$ cat src/design/bsfh_pkg.sv
// Shared types, constants and functions for the byte stream FNV-1a / fmix64 hash unit.
// No dependencies; every other file of the block imports this package.
`timescale 1ns / 1ps

package bsfh_pkg;

	localparam logic [63:0] FNV_BASIS  = 64'hcbf29ce484222325;
	localparam logic [63:0] FMIX_C1    = 64'hff51afd7ed558ccd;
	localparam logic [63:0] FMIX_C2    = 64'hc4ceb9fe1a85ec53;
	localparam int unsigned FMIX_SHIFT = 33;

	// Controller states, one-hot.
	typedef enum logic [4:0] {
		ST_IDLE = 5'b00001,
		ST_MLL  = 5'b00010,
		ST_MHL  = 5'b00100,
		ST_MLH  = 5'b01000,
		ST_MIX  = 5'b10000
	} bsfh_state_t;

	// Commands from the controller to the datapath.
	typedef struct packed {
		logic hash_upd;  // a word was accepted
		logic finish;    // the accepted word ends a message
		logic empty;     // the accepted word is an empty-message marker
		logic mul_ll;    // low half of value times low half of constant
		logic mul_hl;    // high half of value times low half of constant
		logic mul_lh;    // low half of value times high half of constant
		logic mix;       // xor-shift the finished product
		logic pass;      // 0: first fmix multiply, 1: second
		logic out_load;  // load the result register
	} bsfh_cmd_t;

	// One FNV-1a step. The prime is 2^40 + 0x1b3, and 0x1b3 = 256+128+32+16+2+1.
	function automatic logic [63:0] fnv_step(input logic [63:0] h, input logic [7:0] b);
		logic [63:0] x;
		begin
			x = {h[63:8], h[7:0] ^ b};
			fnv_step = (x << 40) + (x << 8) + (x << 7) + (x << 5) + (x << 4) + (x << 1) + x;
		end
	endfunction

	function automatic logic [63:0] xor_shift(input logic [63:0] v);
		xor_shift = v ^ (v >> FMIX_SHIFT);
	endfunction

endpackage

$ cat src/design/bsfh_ctrl.sv
// Controller state machine of the hash unit: handshakes and the fmix64 multiply sequence.
// Depends on bsfh_pkg.
`timescale 1ns / 1ps

module bsfh_ctrl import bsfh_pkg::*; (
	input  logic      clk,
	input  logic      arst_n,
	input  logic      in_valid,
	output logic      in_ready,
	input  logic      is_last,
	input  logic      empty_message,
	output logic      out_valid,
	input  logic      out_ready,
	output bsfh_cmd_t cmd
);

	bsfh_state_t state_q, state_d;
	logic        pass_q;
	logic        out_valid_q;
	logic        accept;
	logic        finish;
	logic        out_load;

	assign in_ready  = (state_q == ST_IDLE);
	assign accept    = in_valid && in_ready;
	assign finish    = accept && (is_last || empty_message);
	assign out_valid = out_valid_q;
	assign out_load  = (state_q == ST_MIX) && pass_q && (!out_valid_q || out_ready);

	always_comb begin
		state_d = state_q;
		unique case (state_q)
			ST_IDLE: begin
				if (finish) state_d = ST_MLL;
			end
			ST_MLL: state_d = ST_MHL;
			ST_MHL: state_d = ST_MLH;
			ST_MLH: state_d = ST_MIX;
			ST_MIX: begin
				if (!pass_q) state_d = ST_MLL;
				else if (out_load) state_d = ST_IDLE;
			end
			default: state_d = ST_IDLE;
		endcase
	end

	always_ff @(posedge clk or negedge arst_n) begin
		if (!arst_n) begin
			state_q     <= ST_IDLE;
			pass_q      <= 1'b0;
			out_valid_q <= 1'b0;
		end else begin
			state_q <= state_d;
			if (finish) pass_q <= 1'b0;
			else if (state_q == ST_MIX && !pass_q) pass_q <= 1'b1;
			if (out_load) out_valid_q <= 1'b1;
			else if (out_ready) out_valid_q <= 1'b0;
		end
	end

	always_comb begin
		cmd          = '0;
		cmd.hash_upd = accept;
		cmd.finish   = finish;
		cmd.empty    = empty_message;
		cmd.mul_ll   = (state_q == ST_MLL);
		cmd.mul_hl   = (state_q == ST_MHL);
		cmd.mul_lh   = (state_q == ST_MLH);
		cmd.mix      = (state_q == ST_MIX);
		cmd.pass     = pass_q;
		cmd.out_load = out_load;
	end

endmodule

$ cat src/design/bsfh_dp.sv
// Datapath of the hash unit: running FNV-1a value, shared 32x32 multiplier and result register.
// Depends on bsfh_pkg.
`timescale 1ns / 1ps

module bsfh_dp import bsfh_pkg::*; (
	input  logic        clk,
	input  logic        arst_n,
	input  bsfh_cmd_t   cmd,
	input  logic [7:0]  data_byte,
	output logic [63:0] hash_value
);

	logic [63:0] hash_q;
	logic [63:0] fx_q;
	logic [63:0] acc_q;
	logic [63:0] out_q;
	logic [63:0] hash_next;
	logic [63:0] konst;
	logic [31:0] op_a;
	logic [31:0] op_c;
	logic [63:0] prod;

	assign hash_next = fnv_step(hash_q, data_byte);
	assign konst     = cmd.pass ? FMIX_C2 : FMIX_C1;
	assign op_a      = cmd.mul_hl ? fx_q[63:32] : fx_q[31:0];
	assign op_c      = cmd.mul_lh ? konst[63:32] : konst[31:0];
	assign prod      = {32'd0, op_a} * {32'd0, op_c};

	always_ff @(posedge clk or negedge arst_n) begin
		if (!arst_n) begin
			hash_q <= FNV_BASIS;
		end else if (cmd.hash_upd) begin
			hash_q <= cmd.finish ? FNV_BASIS : hash_next;
		end
	end

	// Product modulo 2^64 from three partial products; the high-by-high term drops out.
	always_ff @(posedge clk) begin
		if (cmd.finish) fx_q <= xor_shift(cmd.empty ? FNV_BASIS : hash_next);
		else if (cmd.mix && !cmd.pass) fx_q <= xor_shift(acc_q);
		if (cmd.mul_ll) acc_q <= prod;
		else if (cmd.mul_hl || cmd.mul_lh) acc_q <= acc_q + {prod[31:0], 32'd0};
		if (cmd.out_load) out_q <= xor_shift(acc_q);
	end

	assign hash_value = out_q;

endmodule

$ cat src/design/byte_stream_fnv1a_fmix_hash_unit.sv
// Byte stream hash: FNV-1a 64 over the message words, MurmurHash3 fmix64 on the final value.
// Throughput: one message word per cycle while idle; a word that ends a message (or an
// empty-message marker) occupies the unit through the two fmix64 multiplies, which share one
// 32x32 multiplier over three partial products each, each followed by an xor-shift state.
// The hash is loaded in the second MIX state, once any previous hash has been taken.
// Reset: arst_n clears the handshake state and reloads the running value with the FNV basis.
`timescale 1ns / 1ps

module byte_stream_fnv1a_fmix_hash_unit import bsfh_pkg::*; (
	input  logic        clk,
	input  logic        arst_n,
	// Input channel: one message word per transfer.
	input  logic        in_valid,
	output logic        in_ready,
	input  logic [7:0]  data_byte,
	input  logic        is_last,
	input  logic        empty_message,
	// Output channel: one hash per finished message.
	output logic        out_valid,
	input  logic        out_ready,
	output logic [63:0] hash_value
);

	bsfh_cmd_t cmd;

	// The controller accepts ordinary words every cycle while idle, even while a finished
	// hash waits in the output register; only the final xor-shift waits for that register.
	bsfh_ctrl u_ctrl (
		.clk           (clk),
		.arst_n        (arst_n),
		.in_valid      (in_valid),
		.in_ready      (in_ready),
		.is_last       (is_last),
		.empty_message (empty_message),
		.out_valid     (out_valid),
		.out_ready     (out_ready),
		.cmd           (cmd)
	);

	// The datapath holds the running value, the fmix64 working value and the result.
	bsfh_dp u_dp (
		.clk        (clk),
		.arst_n     (arst_n),
		.cmd        (cmd),
		.data_byte  (data_byte),
		.hash_value (hash_value)
	);

endmodule
$ cat config.mk
export PLATFORM = sky130hd
export DESIGN_NAME = byte_stream_fnv1a_fmix_hash_unit
export DESIGN_NICKNAME = d
export VERILOG_FILES = /design/src/design/bsfh_pkg.sv /design/src/design/bsfh_ctrl.sv /design/src/design/bsfh_dp.sv /design/src/design/byte_stream_fnv1a_fmix_hash_unit.sv
export SDC_FILE = /design/constraint.sdc
export NUM_CORES = 2
export LEC_CHECK = 0
export BUFFER_PORTS_ARGS = -buffer_cell sky130_fd_sc_hd__buf_2
export CORE_MARGIN = 2
export CORE_UTILIZATION = 40
export DETAILED_ROUTE_END_ITERATION = 7
export GPL_TIMING_DRIVEN = 0
export PLACE_DENSITY = 0.64
export SYNTH_ARGS = -nofsm -noshare
export SYNTH_HDL_FRONTEND = slang
export SYNTH_SLANG_ARGS = --single-unit
$ cat constraint.sdc
create_clock -name clk -period 10.62 [get_ports clk]
set_clock_uncertainty 0.1 [all_clocks]
set_input_delay 0.531 -clock clk [delete_from_list [all_inputs] [get_ports clk]]
set_output_delay 0.531 -clock clk [all_outputs]
set_load 0.02 [all_outputs]
* Word level (Yosys, flattened, before mapping)
Cells that the tools add are included.
** Word-level totals
- Flip-flop bits (word level) :: 263
- Bits of input ports :: 14
- Output and inout bits :: 66
- Word-level logic and storage cells :: 56
** Cells by class
- $add $sub $neg :: 7
- Multipliers :: 1
- Equality and inequality tests :: 7
- Muxes and demuxes :: 17
- Bitwise logic cells :: 3
- Reduce and logical (&&, ||, !) cells :: 14
** Operator list (count)
- $add 64x64->64 :: 7
- $mux 64 :: 6
- $xor 64x31->64 :: 2
- $mul 32x32->64 :: 1
- $mux 32 :: 2
- $mux 62 :: 1
- $pmux 5 s5 :: 1
- $mux 5 :: 3
- $xor 8x8->8 :: 1
- $reduce_bool 2->1 :: 3
- $eq 5x1->1 const B :: 1
- $eq 5x2->1 const B :: 1
- $eq 5x3->1 const B :: 1
- $eq 5x4->1 const B :: 1
- $eq 5x5->1 const B :: 1
- $logic_and 1x1->1 :: 5
- $mux 1 :: 4
- $logic_or 1x1->1 :: 3
- $ne 3x3->1 const B :: 1
- $logic_not 1->1 :: 2
- $ne 2x2->1 const B :: 1
- $reduce_and 2->1 :: 1

* Depth between registers and ports, before layout
- Depth in word-level cells :: 10
- Gate-level depth with buffers :: 42
- Mapped depth without buffers :: 40

* Hierarchy
A second synthesis with hierarchy kept.
** Unflattened totals
- Cells, all modules :: 5115
- Area total of the unflattened synthesis :: 52205.1 um^2
** By module, submodules not included
- bsfh_dp :: instances 1, cells each 5072, area an instance 51759.6 um^2, seq. area each 7402.1 um^2
- bsfh_ctrl :: instances 1, cells each 43, area an instance 445.4 um^2, seq. area each 176.4 um^2

* Worst setup path before layout
Ideal clock, no wire load.
- Path type :: register to register
- Start :: register u_ctrl.state_q[0]
- End :: register u_dp.acc_q[63], data pin
- Setup time :: 273 ps
- Arrival :: 9450 ps
- Required time :: 10247 ps
- Slack :: 797 ps
- Stages on the path, launching flop included :: 37
- Clock period less this slack :: 9823 ps
- Cell sequence :: dfstp_2 > nor3_1 > nand3b_1 > clkbuf_1 > buf_2 > clkbuf_1 > mux2i_1 > clkbuf_1 > inv_1 > nand2_1 > inv_1 > fa_1 > fa_1 > fa_1 > inv_1 > fa_1 > inv_1 > fa_1 > fa_1 > fa_1 > fa_1 > ha_1 > buf_2 > nand4_1 > or3_1 > o221ai_1 > inv_1 > o21ai_0 > xor2_1 > ha_1 > a21o_1 > o21a_1 > o21ai_0 > a21oi_1 > nor3_1 > xnor2_1 > a211oi_1
** On the way
- Cells in the longest elaborated chain, start to end :: 6
- Elaborated cells between the ends (all ways) :: 9
** RTL lines
- from (decl) :: line bsfh_ctrl.sv:17 : bsfh_state_t state_q, state_d;
- from (signal assigned) :: line bsfh_ctrl.sv:53 : state_q <= state_d;
- $eq 5x3->1 or $eq 5x4->1 (tied branches) :: line bsfh_ctrl.sv:67, bsfh_ctrl.sv:68
- $mux 32 (on tied branches) :: line bsfh_dp.sv:25, bsfh_dp.sv:26
- $mul 32x32->64 :: line bsfh_dp.sv:27 : assign prod = {32'd0, op_a} * {32'd0, op_c};
- $add 64x64->64 :: line bsfh_dp.sv:42 : else if (cmd.mul_hl || cmd.mul_lh) acc_q <= acc_q + {prod[31:0], 32'd0};
- $mux 64 :: line bsfh_dp.sv:42
- $mux 64 * :: line bsfh_dp.sv:41 : if (cmd.mul_ll) acc_q <= prod;
- to (signal assigned) :: line bsfh_dp.sv:41
- to (signal assigned) :: line bsfh_dp.sv:42
- to (decl) :: line bsfh_dp.sv:15 : logic [63:0] acc_q;
Mark *: on every way between the ends. The rest lies on a longest branch, timed or not. The select of a mux whose other input is x is not followed.
A chain may end at the register's enable or synchronous reset.

* Worst setup path in the final report
- Start :: register u_ctrl.pass_q
- End :: register u_dp.acc_q[63], data pin
** On the way
- Cells in the longest elaborated chain, start to end :: 6
** RTL lines
- from (decl) :: line bsfh_ctrl.sv:18 : logic pass_q;
- from (signal assigned) :: line bsfh_ctrl.sv:50 : pass_q <= 1'b0;
- from (signal assigned) :: line bsfh_ctrl.sv:54 : if (finish) pass_q <= 1'b0;
- from (signal assigned) :: line bsfh_ctrl.sv:55 : else if (state_q == ST_MIX && !pass_q) pass_q <= 1'b1;
- $mux 62 * :: line bsfh_dp.sv:24 : assign konst = cmd.pass ? FMIX_C2 : FMIX_C1;
- $mux 32 * :: line bsfh_dp.sv:26 : assign op_c = cmd.mul_lh ? konst[63:32] : konst[31:0];
- $mul 32x32->64 * :: line bsfh_dp.sv:27
- $add 64x64->64 :: line bsfh_dp.sv:42
- $mux 64 :: line bsfh_dp.sv:42
- $mux 64 * :: line bsfh_dp.sv:41
Marks and branches as above.

==> results_dict.tcl <==
set metrics [dict create \
    vias 37437 \
    startpoint "u_ctrl.pass_q$_DFFE_PN0P_" \
    min_period_over_period 0.978 \
    cts_max_level 1 \
    grt.total_usage 0.268 \
    dr.pass1.iters 8 \
    area_growth_pct 9.72 \
    core_area_sq_mm 0.128 \
    tightest_slew_ns 1.11 \
    tns_ns 0 \
    stdcell_area_sq_mm 0.0567 \
    worstSetupPathType "reg -> reg" \
    max_stage_delay_ns 0.59 \
    final_cell_mix "inv_1, fa_1, ha_1" \
    clk_path_buf_depth 3 \
    drv_slew 0 \
    gp_congestion 1.01 \
    place_area_sq_mm 0.0544 \
    utilization 0.443 \
    avgSynthCellArea_sq_um 10.2 \
    multi_input_area_sq_mm 0.0395 \
    period_needed_ns 10.39 \
    numCtsBuffers 27 \
    fillCellCount 12161 \
    drc 0 \
    syn_area_sq_mm 0.0517 \
    crit_path_max_fanout 19 \
    cpMostUsedCell "fa_1" \
    start_kind "register" \
    io_buffer_count 78 \
    wl_um 173000 \
    layout-drive-gt1-share 0.0832 \
    synth-edff-count 192 \
    async_reset_ff_frac 0.270 \
    initial_utilization 0.404 \
    dr.first_iter.drc_count 3980 \
    die_x_um 364 \
    yosysUniqueCellTypes 88 \
    synth_nets 6619 \
    regArea_sq_mm 0.00758 \
    min_path_type "in -> async" \
    endpoint_kind "register" \
    routed_via_density 5.37 \
    cap_violations 0 \
    grt_pass1_vias 38627 \
    hpwl_um 150000 \
    slew_headroom 0.251 \
    setup_viol 0 \
    fmax_mhz 96.3 \
    layout_commonest_cell "inv_1" \
    fp-row-count 131 \
    wl_per_cell_um 24.8 \
    required_ns 10.83 \
    cts_tree "done" \
    cp_slowest_cell "fa_1" \
    worstSkewPairLatency_ns 0.61 \
    outcome "finished, final reports clean" \
    overflow 0 \
    pin_count 80 \
    root_buffer "clkbuf_16" \
    hold_viol 0 \
    worst_hold_slack_ns 0.230 \
    synthFlopType "edfxtp_1" \
    dieHeight_um 364 \
    cts.sinks 263 \
    nets 6788 \
    yosys_warnings 0 \
    clk_pin_slew_ns 0.08 \
    r2r-start "u_ctrl.pass_q$_DFFE_PN0P_" \
    postRouteAntennaNets 0 \
    grt_pass1_wl_um 258000 \
    seq_area_frac_synth 0.147 \
    antenna_found_initial 8 \
    syn_inst 5053 \
    die-area_sq_mm 0.132 \
    critPathArrivalTime_ns 10.59 \
    ys_ff_latch 263 \
    grt_max_degree 60 \
]
timing repair:
action / in CTS / in global routing
endpoints found under the hold margin: 12 / 0
buffers inserted: 13 / 50
gates resized for setup: 112 / 152
hold buffers: 1 / 0
endpoints found under the setup margin: 50 / 16
pin swaps: 4 / 14
per-layer routing:
layer,global-route usage,up-vias,routed length [um]
met4,0.0836,2,7070
met3,0.0449,275,16400
met1,0.403,19388,76500
met5,0,-,13
met2,0.392,1825,72700
li1,-,15947,-
cell usage after synthesis (91+ instances only):
cell type,instances,area share
inv_1,1286,0.093
fa_1,1113,0.43
ha_1,439,0.11
nor2_1,272,0.020
nand2_1,252,0.018
a21oi_1,192,0.019
edfxtp_1,192,0.11
xnor2_1,134,0.023
o21ai_0,123,0.012
clkbuf_1,117,0.0085
nand2b_1,105,0.013
xor2_1,91,0.015
path summary, 6_finish.rpt:
path                            slack (ns)  cells after the start                      endpoint
worst max-delay path                  0.23                     30      u_dp.acc_q[63]$_DFFE_PP_
worst min-delay path                  0.23                      2   u_dp.hash_q[23]$_DFFE_PN0P_
worst max register to register        0.23                     30      u_dp.acc_q[63]$_DFFE_PP_
worst min register to register        0.42                      2    u_dp.hash_q[0]$_DFFE_PN1P_
max in group asynchronous             9.46                      3   u_dp.hash_q[43]$_DFFE_PN1P_
min in group clk                      0.23                      3  u_ctrl.out_valid$_DFFE_PN0P_
stage by stage:
stage               std cells  setup slack, ns
finish                   6973            0.234
global route             6971          -0.0561
CTS                      6922          0.00373
detailed placement       6865            -2.91
global placement         6860            -2.90
floorplan                5053            0.797
critical path: cells and delay by family, from the launching register on:
| family | cells | cell delay (ns) |
|---|---|---|
| XOR/XNOR | 2 | 0.44 |
| AO/OA/AOI/OAI | 6 | 1.14 |
| AND/OR/NAND/NOR | 5 | 1.18 |
| buffers and inverters | 6 | 1.36 |
| flip-flops | 1 | 0.51 |
| adder cells (fa/ha/maj) | 11 | 5.36 |
state kept, by name, indices dropped and copies added, names as in the netlist:
| signal | flops |
|---|---|
| u_ctrl.state_q | 5 |
| u_dp.hash_value | 64 |
| u_dp.acc_q | 64 |
| u_ctrl.out_valid | 1 |
| u_ctrl.pass_q | 1 |
| u_dp.fx_q | 64 |
| u_dp.hash_q | 64 |
cell families (layout without fill, tap and decap cells):
kind of cell    count (synthesis)  in the layout  share of synthesized area
xor+xnor                      227            227                     0.0389
mux                            31             31                    0.00624
simple gates                  884            884                     0.0808
flops                         263            263                      0.147
other cells                     1              3                  0.0000725
fa+ha+maj                    1552           1552                      0.537
compound gates                666            666                     0.0865
buf+inv                      1429           1618                      0.104
area by class of cell:
cell class	instances	area share
Multi-Input combinational cell	3361	0.696
Sequential cell	263	0.134
Inverter	1300	0.0870
Tap cell	1729	0.0381
Timing Repair Buffer	147	0.0183
Clock buffer	30	0.0125
Buffer	122	0.0112
Clock inverter	19	0.00337
Antenna cell	2	0.0000882
Power is not shown: default switching activity piles up to over one toggle a cycle in this logic, so the estimate is an artifact.
